[config.mk]
export PLATFORM = sky130hd
export DESIGN_NAME = tpsc_front
export DESIGN_NICKNAME = d
export VERILOG_FILES = /design/src/hw/rtl/tpsc_pkg.sv /design/src/hw/rtl/tpsc_front.sv
export SDC_FILE = /design/constraint.sdc
export NUM_CORES = 2
export LEC_CHECK = 0
export BUFFER_PORTS_ARGS = -buffer_cell sky130_fd_sc_hd__buf_2
export CAP_MARGIN = 20
export CORE_MARGIN = 3
export CORE_UTILIZATION = 45
export DETAILED_ROUTE_END_ITERATION = 7
export PLACE_DENSITY_LB_ADDON = 0.1
export SLEW_MARGIN = 0
export SYNTH_ARGS = -nofsm -noshare
export SYNTH_HDL_FRONTEND = slang
export SYNTH_SLANG_ARGS = --single-unit
[constraint.sdc]
create_clock -name clock -period 11.95 [get_ports clock]
set_input_delay 1.195 -clock clock [delete_from_list [all_inputs] [get_ports clock]]
set_output_delay 1.195 -clock clock [all_outputs]
set_load 0.01 [all_outputs]
[src/hw/rtl/tpsc_pkg.sv]
package tpsc_pkg;

   localparam int CHANNELS    = 3;
   localparam int SAMPLE_BITS = 12;
   localparam int REF_W       = 2;
   localparam int SLOPE_W     = 19;
   localparam int OFFSET_W    = 32;
   localparam int DEN_W       = SAMPLE_BITS + 1;
   localparam int PROD_W      = 2 * SAMPLE_BITS;

   localparam longint MAX_SAMPLE = (64'sd1 << SAMPLE_BITS) - 64'sd1;
   localparam int NUM_W = $clog2(200 * MAX_SAMPLE * MAX_SAMPLE + MAX_SAMPLE + 1);
   localparam int EXT_W = (NUM_W > OFFSET_W) ? NUM_W : OFFSET_W;

   localparam int SCALE2    = 200;
   localparam int SLOPE_ONE = 100;

   typedef logic [SAMPLE_BITS-1:0] sample_type;

   typedef struct packed {
      sample_type light_left;
      sample_type light_middle;
      sample_type light_right;
      sample_type dark_left;
      sample_type dark_middle;
      sample_type dark_right;
   } tpsc_req_type;

   typedef struct packed {
      logic [REF_W-1:0]           reference_channel;
      logic                       range_error;
      logic [SLOPE_W-1:0]         slope_left;
      logic [SLOPE_W-1:0]         slope_middle;
      logic [SLOPE_W-1:0]         slope_right;
      logic signed [OFFSET_W-1:0] offset_left;
      logic signed [OFFSET_W-1:0] offset_middle;
      logic signed [OFFSET_W-1:0] offset_right;
   } tpsc_rsp_type;

   typedef struct packed {
      logic [CHANNELS-1:0]           neg;
      logic [REF_W-1:0]              refc;
      logic                          err;
   } tpsc_side_type;

   typedef struct packed {
      logic [CHANNELS-1:0][NUM_W-1:0] snum;
      logic [CHANNELS-1:0][NUM_W-1:0] onum;
      logic [CHANNELS-1:0][DEN_W-1:0] den;
      tpsc_side_type                  side;
   } tpsc_num_type;

endpackage

[src/hw/rtl/tpsc_front.sv]
module tpsc_front
   import tpsc_pkg::*;
(
   input  logic         clock,
   input  logic [2:0]   stage_en,
   input  tpsc_req_type req_data,
   output tpsc_num_type num_out
);

   sample_type                  light_in [CHANNELS];
   sample_type                  dark_in  [CHANNELS];
   sample_type                  light_ff [CHANNELS];
   sample_type                  dark_ff  [CHANNELS];
   logic [REF_W-1:0]            refc_in, refc_ff, refc2_ff;

   logic signed [SAMPLE_BITS:0] rr_in, rr_ff;
   logic signed [SAMPLE_BITS:0] ii_in [CHANNELS];
   logic signed [SAMPLE_BITS:0] ii_ff [CHANNELS];
   logic [PROD_W-1:0]           p1_in [CHANNELS];
   logic [PROD_W-1:0]           p2_in [CHANNELS];
   logic [PROD_W-1:0]           p1_ff [CHANNELS];
   logic [PROD_W-1:0]           p2_ff [CHANNELS];
   logic                        err_in, err2_ff;

   tpsc_num_type                num_in, num_ff;

   // stage 1: unpack, pick reference
   always_comb begin
      light_in[0] = req_data.light_left;
      light_in[1] = req_data.light_middle;
      light_in[2] = req_data.light_right;
      dark_in[0]  = req_data.dark_left;
      dark_in[1]  = req_data.dark_middle;
      dark_in[2]  = req_data.dark_right;
      refc_in     = '0;
      for (int c = 1; c < CHANNELS; c++) begin
         if (light_in[c] > light_in[refc_in]) begin
            refc_in = REF_W'(c);
         end
      end
   end

   always_ff @(posedge clock) begin
      if (stage_en[0]) begin
         light_ff <= light_in;
         dark_ff  <= dark_in;
         refc_ff  <= refc_in;
      end
   end

   // stage 2: ranges, error, cross products
   always_comb begin
      rr_in  = $signed({1'b0, light_ff[refc_ff]}) - $signed({1'b0, dark_ff[refc_ff]});
      err_in = (rr_in <= 0);
      for (int c = 0; c < CHANNELS; c++) begin
         ii_in[c] = $signed({1'b0, light_ff[c]}) - $signed({1'b0, dark_ff[c]});
         if ((REF_W'(c) != refc_ff) && (ii_in[c] <= 0)) begin
            err_in = 1'b1;
         end
         p1_in[c] = {{SAMPLE_BITS{1'b0}}, ii_in[c][SAMPLE_BITS-1:0]}
                  * {{SAMPLE_BITS{1'b0}}, dark_ff[refc_ff]};
         p2_in[c] = {{SAMPLE_BITS{1'b0}}, rr_in[SAMPLE_BITS-1:0]}
                  * {{SAMPLE_BITS{1'b0}}, dark_ff[c]};
      end
   end

   always_ff @(posedge clock) begin
      if (stage_en[1]) begin
         rr_ff    <= rr_in;
         ii_ff    <= ii_in;
         p1_ff    <= p1_in;
         p2_ff    <= p2_in;
         err2_ff  <= err_in;
         refc2_ff <= refc_ff;
      end
   end

   // stage 3: rounding numerators and doubled divisors
   always_comb begin
      logic signed [PROD_W:0] diff;
      logic [PROD_W-1:0]      mag;
      num_in.side.refc = refc2_ff;
      num_in.side.err  = err2_ff;
      for (int c = 0; c < CHANNELS; c++) begin
         diff = $signed({1'b0, p1_ff[c]}) - $signed({1'b0, p2_ff[c]});
         num_in.side.neg[c] = diff[PROD_W];
         mag = diff[PROD_W] ? PROD_W'(-diff) : diff[PROD_W-1:0];
         num_in.onum[c] = NUM_W'(mag) * NUM_W'(SCALE2)
                        + NUM_W'(ii_ff[c][SAMPLE_BITS-1:0]);
         num_in.snum[c] = NUM_W'(rr_ff[SAMPLE_BITS-1:0]) * NUM_W'(SCALE2)
                        + NUM_W'(ii_ff[c][SAMPLE_BITS-1:0]);
         num_in.den[c]  = {ii_ff[c][SAMPLE_BITS-1:0], 1'b0};
      end
   end

   always_ff @(posedge clock) begin
      if (stage_en[2]) begin
         num_ff <= num_in;
      end
   end

   assign num_out = num_ff;

endmodule

==> run_results.csv <==
group,metric,value,unit
clock_tree,clk_latency,0.73,ns
place,gp_congestion,0.864,
floorplanning,die_y,373,um
worst_setup_path,crit_path_start_kind,"flip-flop",
yosys,synth-seq-cells,452,
yosys,postSynthCellCount,6413,
yosys,synthTopCellsByCount,"inv_1 (1144), ha_1 (842), nand2_1 (755)",
sta,relSlewSlack,24.9,%
routing,viasPerCell,5.24,
worst_setup_path,path_class,"reg -> reg",
yosys,yosys.area.top_type,"edfxtp_1",
sta,fmax,97.5,MHz
place,placedCellCount,8347,
floorplanning,start_util,45.4,%
sta,finClkSkew,0.113,ns
routing,ant_nets,0,
final_layout,area_delta_synth_final,9.27,%
floorplanning,rows,134,
global_routing,grt_max_degree,75,
worst_setup_path,crit_buf_inv,7,
routing,wl_per_cell,19.0,um
routing,firstDrtPassIters,6,
clock_tree,numCtsBuffers,60,
global_routing,antenna_found_initial,20,
yosys,synth_area_leaders,"edfxtp_1 (22%), fa_1 (22%), ha_1 (17%)",
routing,drtIter0Drc,3124,
worst_setup_path,crit_family,"compound AO/OA/AOI/OAI gates",
job,maxCapViolCount,0,
floorplanning,io_pins,313,
routing,drcViolationCount,0,
final_layout,stdcell_count,8470,
final_layout,fillCellCount,12782,
worst_setup_path,crit_path_top_delay_cell,"a21oi_2",
min_path,holdCritPathClass,"reg -> reg",
yosys,syn_area,0.0608,sq mm
sta,tns,0,ns
sta,slew_violations,0,
final_layout,nets,8238,
worst_setup_path,cp.arrival,10.64,ns
sta,hold_violations,0,
routing,vias,44359,
sta,fin_hold_ws,0.417,ns
yosys,ys_types,88,
yosys,async_reset_ff_share,0,%
place,hpwl,129000,um
place,portBuffers,276,
clock_tree,cts_tree,"built",
global_routing,grtUsageTotal,23.4,%
yosys,synth-edff-count,452,
floorplanning,die_w,373,um
global_routing,grt_pass1_wl,256000,um
floorplanning,fp.dieArea,0.139,sq mm
global_routing,gr-total-overflow,0,
sta,period_needed,10.26,ns
floorplanning,core,0.134,sq mm
clock_tree,cts_setup_buffers,0,
yosys,ys_seq_area_share,22.3,%
final_layout,layout-drive-gt1-share,7.86,%
sta,worstMarginPinSlew,1.12,ns
worst_setup_path,cp-end-kind,"flip-flop",
sta,setup_viol,0,
global_routing,grt_pass1_vias,44754,
clock_tree,clock_sinks,452,
clock_tree,hold_buffers,0,
clock_tree,cts-root-buf,"clkbuf_16",
yosys,synthFlopType,"edfxtp_1",
yosys,yosys_warnings,0,
worst_setup_path,worstPathMaxFanout,28,
worst_setup_path,required,12.33,ns
yosys,syn_avg_cell_area,9.48,sq um
clock_tree,clock_path_buffers,3,
worst_setup_path,slowest_delay,0.58,ns
routing,routed_wl,161000,um
outcome,status,"completed",
sta,fin_crit_sh,85.9,%
yosys,post-synth-top-count-cell,"inv_1",
worst_setup_path,reg2reg_setup_slack,1.69,ns
yosys,synth_top_area_share,22.3,%
sta,rsz0062_at_grt,"no",
clock_tree,cts_resized,0,
clock_tree,clkTransAtPathRegs,0.07,ns
clock_tree,cts_htree_levels,2,
cells in the final DEF, fill, tap and decap left out, types with 102 or more instances in the layout:
cell type / synthesis / layout
xor2_1: 149 / 147
nand2_1: 755 / 755
a21oi_1: 218 / 216
edfxtp_1: 452 / 452
fa_1: 677 / 677
nor2_1: 386 / 384
buf_2: 0 / 273
xnor2_1: 321 / 316
and2_1: 158 / 158
ha_1: 842 / 842
o21ai_0: 209 / 205
a21o_1: 102 / 102
inv_1: 1144 / 1144
kinds of logic after synthesis:
family | synth area share (%)
DFF | 22.3
other | 0.00617
buffers and inverters | 8.90
AOI/OAI and AO/OA | 8.98
adders and majority gates | 39.6
xor gates and xnor gates | 6.77
and+or+nand+nor | 12.7
muxes | 0.612
metrics by stage:
| step | utilization, % | instance area [sq um] | worst slack (ns) |
|---|---|---|---|
| floorplan | - | 60900 | 2.74 |
| finish | 49.6 | 66400 | 1.69 |
| global route | 49.6 | 66400 | 1.03 |
| global placement | 48.0 | 64300 | 2.09 |
| CTS | 49.6 | 66400 | 1.75 |
| detailed placement | 48.0 | 64300 | 1.89 |
path summary, 6_finish.rpt:
kind,endpoint,start,cells past startpoint
worst max-delay path,p2_ff[47],refc_ff[1],37
worst min-delay path,num_out[0],err2_ff,0
worst max register to register,p2_ff[47],refc_ff[1],37
worst min register to register,num_out[0],err2_ff,0
layout make-up:
type,instances,area (sq um),area share (%)
diodes,8,20.0,0.0302
repair buffers,358,2070,3.12
clock inverters,50,582,0.876
well taps,1768,2210,3.33
clock buffers,63,1510,2.28
multi-input cells,4610,42100,63.4
inverters,1161,4360,6.56
flip-flops and latches,452,13600,20.4
state kept, by name, indices dropped and copies added (netlist names):
name,flops
rr_ff,12
dark_ff,36
p1_ff,72
p2_ff,72
refc2_ff,2
ii_ff,36
num_out,183
light_ff,36
refc_ff,2
err2_ff,1
metal layers:
layer / up-vias / wire length (um) / share of wire (%) / GRT usage [%]
li1: 21235 / - / - / -
met1: 21751 / 77000 / 48 / 34.4
met2: 1194 / 68800 / 43 / 35.7
met3: 173 / 12100 / 7.5 / 4.92
met4: 6 / 3080 / 1.9 / 4.50
met5: - / 39 / 0.024 / 0
Power is not shown: default switching activity piles up to over one toggle a cycle in this logic, so the estimate is an artifact.
