===== src/hw/rtl/tpsc_pkg.sv =====
package tpsc_pkg;

   localparam int CHANNELS    = 3;
   localparam int SAMPLE_BITS = 12;
   localparam int REF_W       = 2;
   localparam int SLOPE_W     = 19;
   localparam int OFFSET_W    = 32;
   localparam int DEN_W       = SAMPLE_BITS + 1;
   localparam int PROD_W      = 2 * SAMPLE_BITS;

   localparam longint MAX_SAMPLE = (64'sd1 << SAMPLE_BITS) - 64'sd1;
   localparam int NUM_W = $clog2(200 * MAX_SAMPLE * MAX_SAMPLE + MAX_SAMPLE + 1);
   localparam int EXT_W = (NUM_W > OFFSET_W) ? NUM_W : OFFSET_W;

   localparam int SCALE2    = 200;
   localparam int SLOPE_ONE = 100;

   typedef logic [SAMPLE_BITS-1:0] sample_type;

   typedef struct packed {
      sample_type light_left;
      sample_type light_middle;
      sample_type light_right;
      sample_type dark_left;
      sample_type dark_middle;
      sample_type dark_right;
   } tpsc_req_type;

   typedef struct packed {
      logic [REF_W-1:0]           reference_channel;
      logic                       range_error;
      logic [SLOPE_W-1:0]         slope_left;
      logic [SLOPE_W-1:0]         slope_middle;
      logic [SLOPE_W-1:0]         slope_right;
      logic signed [OFFSET_W-1:0] offset_left;
      logic signed [OFFSET_W-1:0] offset_middle;
      logic signed [OFFSET_W-1:0] offset_right;
   } tpsc_rsp_type;

   typedef struct packed {
      logic [CHANNELS-1:0]           neg;
      logic [REF_W-1:0]              refc;
      logic                          err;
   } tpsc_side_type;

   typedef struct packed {
      logic [CHANNELS-1:0][NUM_W-1:0] snum;
      logic [CHANNELS-1:0][NUM_W-1:0] onum;
      logic [CHANNELS-1:0][DEN_W-1:0] den;
      tpsc_side_type                  side;
   } tpsc_num_type;

endpackage


===== src/hw/rtl/tpsc_div_lane.sv =====
module tpsc_div_lane
   import tpsc_pkg::*;
(
   input  logic               clock,
   input  logic [NUM_W-1:0]   stage_en,
   input  logic [NUM_W-1:0]   num_in,
   input  logic [DEN_W-1:0]   den_in,
   output logic [NUM_W-1:0]   quo_out
);

   logic [NUM_W-1:0] num_ff [NUM_W];
   logic [NUM_W-1:0] quo_ff [NUM_W];
   logic [DEN_W-1:0] rem_ff [NUM_W];
   logic [DEN_W-1:0] den_ff [NUM_W];

   for (genvar k = 0; k < NUM_W; k++) begin : g_stage
      logic [NUM_W-1:0] num_prev, quo_prev;
      logic [DEN_W-1:0] rem_prev, den_prev, rem_nxt;
      logic [DEN_W:0]   trial;
      logic             ge;

      if (k == 0) begin : g_first
         assign num_prev = num_in;
         assign quo_prev = '0;
         assign rem_prev = '0;
         assign den_prev = den_in;
      end else begin : g_next
         assign num_prev = num_ff[k-1];
         assign quo_prev = quo_ff[k-1];
         assign rem_prev = rem_ff[k-1];
         assign den_prev = den_ff[k-1];
      end

      always_comb begin
         trial   = {rem_prev, num_prev[NUM_W-1]};
         ge      = (trial >= {1'b0, den_prev});
         rem_nxt = ge ? DEN_W'(trial - {1'b0, den_prev}) : trial[DEN_W-1:0];
      end

      always_ff @(posedge clock) begin
         if (stage_en[k]) begin
            num_ff[k] <= {num_prev[NUM_W-2:0], 1'b0};
            quo_ff[k] <= {quo_prev[NUM_W-2:0], ge};
            rem_ff[k] <= rem_nxt;
            den_ff[k] <= den_prev;
         end
      end
   end

   assign quo_out = quo_ff[NUM_W-1];

endmodule


===== config.mk =====
export PLATFORM = sky130hd
export DESIGN_NAME = tpsc_div_lane
export DESIGN_NICKNAME = d
export VERILOG_FILES = /design/src/hw/rtl/tpsc_pkg.sv /design/src/hw/rtl/tpsc_div_lane.sv
export SDC_FILE = /design/constraint.sdc
export NUM_CORES = 2
export LEC_CHECK = 0
export ABC_AREA = 0
export BUFFER_PORTS_ARGS = -buffer_cell sky130_fd_sc_hd__buf_4
export CAP_MARGIN = 40
export CORE_AREA = 2 2 401 403
export DETAILED_ROUTE_END_ITERATION = 6
export DIE_AREA = 0 0 403 405
export PLACE_DENSITY = 0.77
export SYNTH_ARGS = -nofsm -noshare
export SYNTH_HDL_FRONTEND = slang
export SYNTH_SLANG_ARGS = --single-unit

===== constraint.sdc =====
create_clock -name clock -period 6.85 [get_ports clock]
set_clock_uncertainty 0.05 [all_clocks]
set_input_delay 1.37 -clock clock [delete_from_list [all_inputs] [get_ports clock]]
set_output_delay 1.37 -clock clock [all_outputs]
set_load 0.005 [all_outputs]

==> Implementation_results.wiki <==
{| class="wikitable"
! Metric !! Value
|-
| Result of the run || complete, no violations
|-
| Number of hold-slack violations in the final timing report || 0
|-
| Depth of the CTS H-tree || 4
|-
| Fraction of layout cells with a size suffix above 1 || 10.1%
|-
| Met2 global-route usage || between 30% and 40%
|-
| Period utilisation layout || around half
|-
| Arrival time at the worst endpoint || 4.06 ns
|-
| Total of buffers placed on input and output ports || around 110
|-
| Count of distinct cell types in the synthesized netlist || slightly below 80
|-
| Resized cells post-CTS || 0
|-
| Mean Syn Cell Area || between 10 and 15 sq um
|-
| Clock buffers created by TritonCTS || roughly 180
|-
| Worst vdd ir || approximately 0.30 mV
|-
| Final antenna diode count || 0
|-
| Global routing met1 resource utilization || between 20% and 30%
|-
| Summed negative setup slack over all endpoints || 0 ns
|-
| Post-layout nets || 6,165
|-
| Post-route cell area || about 90,000 sq um
|-
| CTS tree || yes
|-
| Unrepaired setup endpoints after global routing || false
|-
| Total core area || ~160,000 sq um
|-
| Slew headroom || 25.1%
|-
| Register area share after synthesis || between 60% and 70%
|-
| Initial antenna violation count || 0
|-
| Most heavily used metal layer in global routing || met2
|-
| Synthesis-stage register bit count || 1,830
|-
| Clock-pin slew of the registers on the worst-case setup and hold paths || ~0.07 ns
|-
| Mapped Cells || 5,405
|-
| Critical-path cell with the highest stage delay || sky130_fd_sc_hd__a2111oi_0
|-
| Required @ worst endpoint || about 7.4 ns
|-
| Post-CTS setup repair buffer count || 0
|-
| Global placement routability congestion || 0.901
|-
| Least-Margin Pin Slew || around 1.1 ns
|-
| Post-Layout Cell Count || 7,893
|-
| Net Count, Synth || 5,918
|-
| Library cell with the largest summed area after synthesis || sky130_fd_sc_hd__edfxtp_1
|-
| Detailed-routing iteration count for the pre-antenna-repair pass || 5
|-
| Average wire per standard cell || approximately 18 um
|-
| Post-cts hold buffer count || 0
|-
| Remaining antenna violation count || 0
|-
| Vias || approximately 43k
|-
| Mapped cell area || about 80,000 sq um
|-
| P&R area growth vs syn || 12.1%
|-
| Category of the worst setup path capture point || register
|-
| Number of cells on the worst reg-to-reg path || 10
|-
| Delay of the slowest cell on the worst path || approximately 0.85 ns
|-
| Top area cells in the synthesized netlist || sky130_fd_sc_hd__edfxtp_1 (70%), sky130_fd_sc_hd__ha_1 (6.4%), sky130_fd_sc_hd__inv_1 (2.5%)
|-
| Worst min-delay path class || reg -> reg
|-
| Post-synth top cells || sky130_fd_sc_hd__edfxtp_1 (1,830), sky130_fd_sc_hd__inv_1 (521), sky130_fd_sc_hd__ha_1 (405)
|-
| GRT met3 Usage || roughly 2.8%
|-
| Ys Warns || 0
|-
| Cell with the most instances after synthesis || sky130_fd_sc_hd__edfxtp_1
|-
| Placed wire-length estimate after detailed placement || slightly above 100 mm
|-
| P per Cell Area || about 430 nW/um^2
|-
| Worst Hold Launch || quo_ff[1][245]
|-
| Die span in x || slightly above 400 um
|-
| Leak || 33.1 nW
|-
| F_max || between 200 and 300 MHz
|-
| Congestion Overflow GR || 0
|-
| Total placed instance area || approximately 82,000 sq um
|-
| Die Y || about 410 um
|-
| Starting density of the core || 49.6%
|-
| Clk sinks || between 1.5k and 2k
|-
| CTS root buffer || sky130_fd_sc_hd__clkbuf_16
|-
| Total Die Area || around 160,000 sq um
|-
| Post-route minimum period || around 3.5 ns
|-
| Via count of the first global-routing pass || ~43k
|-
| EDFF count, synth || about 1.8k
|-
| Via-per-instance ratio || 5.44
|-
| Post-detailed-route DRC marker count || 0
|-
| Placed Instances || 7,554
|-
| Final WL || approximately 150 mm
|-
| Rows || between 100 and 150
|-
| Number of top-level design ports || 110
|-
| First element of the critical path || num_ff[25][30]
|-
| Maxcap violations || 0
|-
| Dominant cell type by count on the critical path || sky130_fd_sc_hd__inv_1
|-
| Pins Over Slew Limit || 0
|-
| Overall global routing resource usage || 18.0%
|-
| Global-route wire length before repair || 232 mm
|-
| Largest net degree at the start of global routing || about 60
|-
| CP Cell Sequence || inv_1, ha_1, inv_1, fa_1, a21oi_1, o221ai_1, a2111oi_0, o31ai_2, buf_4, mux2_2
|-
| Latest clock arrival within the worst-skew pair || 0.85 ns
|-
| Top fanout value on the critical path || 18
|-
| Reg-to-reg critical path startpoint || num_ff[25][30]
|-
| Category of the critical setup timing path || reg -> reg
|-
| Worst Hold Path Cells || 0
|-
| Critical path launch point type || register
|-
| Synth async-reset ratio || 0%
|-
| Initial DRC count || around 3.1k
|-
| Most common flop cell mapped by yosys || sky130_fd_sc_hd__edfxtp_1
|-
| Maximum number of buffers from clock root to sink || 3
|-
| Final setup fails || 0
|-
| Fraction of synthesized cell area taken by the top area cell type || between 60% and 70%
|}
[worst max-delay path: cells and delay by family (launching register included)]
family | cells | cell delay [ns]
multiplexers | 1 | 0.30
flip-flops | 1 | 0.41
buffers and inverters | 3 | 0.39
AO/OA/AOI/OAI | 4 | 1.53
adder cells (fa/ha/maj) | 2 | 0.58
[metal layers]
metal,routed length (um),part of all wire [%]
met1,59500,41
met2,76800,53
met3,5370,3.7
met4,4000,2.7
met5,0,0
[flip-flops by register name, summed over array words and instances, names as in the netlist]
| name | count |
|---|---|
| num_ff | 496 |
| den_ff | 403 |
| rem_ff | 403 |
| quo_ff | 528 |
[layout make-up]
| cell class | count | area (sq um) |
|---|---|---|
| fillers | 12400 | 70700 |
| well taps | 2086 | 2610 |
| clock inverters | 130 | 1510 |
| flip-flops and latches | 1830 | 55000 |
| clock buffers | 209 | 4660 |
| inverters | 521 | 1960 |
| multi-input cells | 2982 | 21800 |
| repair buffers | 135 | 1050 |
[where the power goes]
part	internal, W	switching, W	leakage (nW)
logic	0.00541	0.00682	12.2
registers	0.0151	0.00112	17.9
clock network	0.00571	0.00428	2.95
total	0.0262	0.0122	33.1
[logic make-up (layout without fill, tap and decap cells)]
kind of cell             count (synthesis)  after routing  synth area share [%]
AO/OA/AOI/OAI                         1130           1130                  9.39
XOR/XNOR                               236            236                  2.61
adder cells (fa/ha/maj)                435            435                  7.17
buffers and inverters                  593            995                  2.90
flip-flops                            1830           1830                  69.5
multiplexers                           154            154                  2.17
AND/OR/NAND/NOR                       1027           1027                  6.23
[final timing paths]
check        slack [ns]              to
max                3.32   rem_ff[26][3]
min                0.31  quo_ff[1][278]
max reg2reg        3.32   rem_ff[26][3]
min reg2reg        0.31  quo_ff[1][278]
[metrics by stage]
step	setup WS [ns]	utilization [%]	hold slack [ns]	power [W]
after global placement	3.34	51.7	0.350	0.0282
after global routing	3.03	55.6	0.317	0.0408
after CTS	3.33	55.6	0.309	0.0387
final	3.32	55.6	0.310	0.0385
after detailed placement	3.30	51.7	0.355	0.0285
after floorplan	3.60	-	0.350	0.0253
[placed cells by master, fill, tap and decap left out, types with 17 or more instances in the layout]
cell type / Yosys / layout
sky130_fd_sc_hd__edfxtp_1: 1830 / 1830
sky130_fd_sc_hd__inv_1: 521 / 521
sky130_fd_sc_hd__ha_1: 405 / 405
sky130_fd_sc_hd__nor2_1: 345 / 345
sky130_fd_sc_hd__a21oi_1: 283 / 283
sky130_fd_sc_hd__o21ai_0: 274 / 274
sky130_fd_sc_hd__nand2_1: 248 / 248
sky130_fd_sc_hd__clkbuf_16: 0 / 182
sky130_fd_sc_hd__xnor2_1: 151 / 151
sky130_fd_sc_hd__buf_4: 1 / 133
sky130_fd_sc_hd__mux2_2: 127 / 127
sky130_fd_sc_hd__o21a_1: 110 / 110
sky130_fd_sc_hd__xor2_1: 85 / 85
sky130_fd_sc_hd__nor3_1: 84 / 84
sky130_fd_sc_hd__a211oi_1: 69 / 69
sky130_fd_sc_hd__a21o_1: 66 / 66
sky130_fd_sc_hd__nor2b_1: 49 / 49
sky130_fd_sc_hd__nand4_1: 45 / 45
sky130_fd_sc_hd__clkinv_1: 0 / 43
sky130_fd_sc_hd__o31ai_1: 46 / 38
sky130_fd_sc_hd__nand3_1: 36 / 36
sky130_fd_sc_hd__clkinv_2: 0 / 35
sky130_fd_sc_hd__and2_1: 33 / 33
sky130_fd_sc_hd__o211ai_1: 32 / 32
sky130_fd_sc_hd__nand2b_1: 31 / 31
sky130_fd_sc_hd__fa_1: 30 / 30
sky130_fd_sc_hd__nor4_1: 28 / 28
sky130_fd_sc_hd__o31a_1: 27 / 27
sky130_fd_sc_hd__clkbuf_1: 45 / 27
sky130_fd_sc_hd__and3_1: 24 / 24
sky130_fd_sc_hd__or3_1: 24 / 24
sky130_fd_sc_hd__a2111oi_0: 20 / 20
sky130_fd_sc_hd__bufinv_16: 0 / 20
sky130_fd_sc_hd__mux2i_1: 18 / 18
sky130_fd_sc_hd__o41ai_1: 17 / 17
No activity file was read; power rests on OpenSTA's default activity.
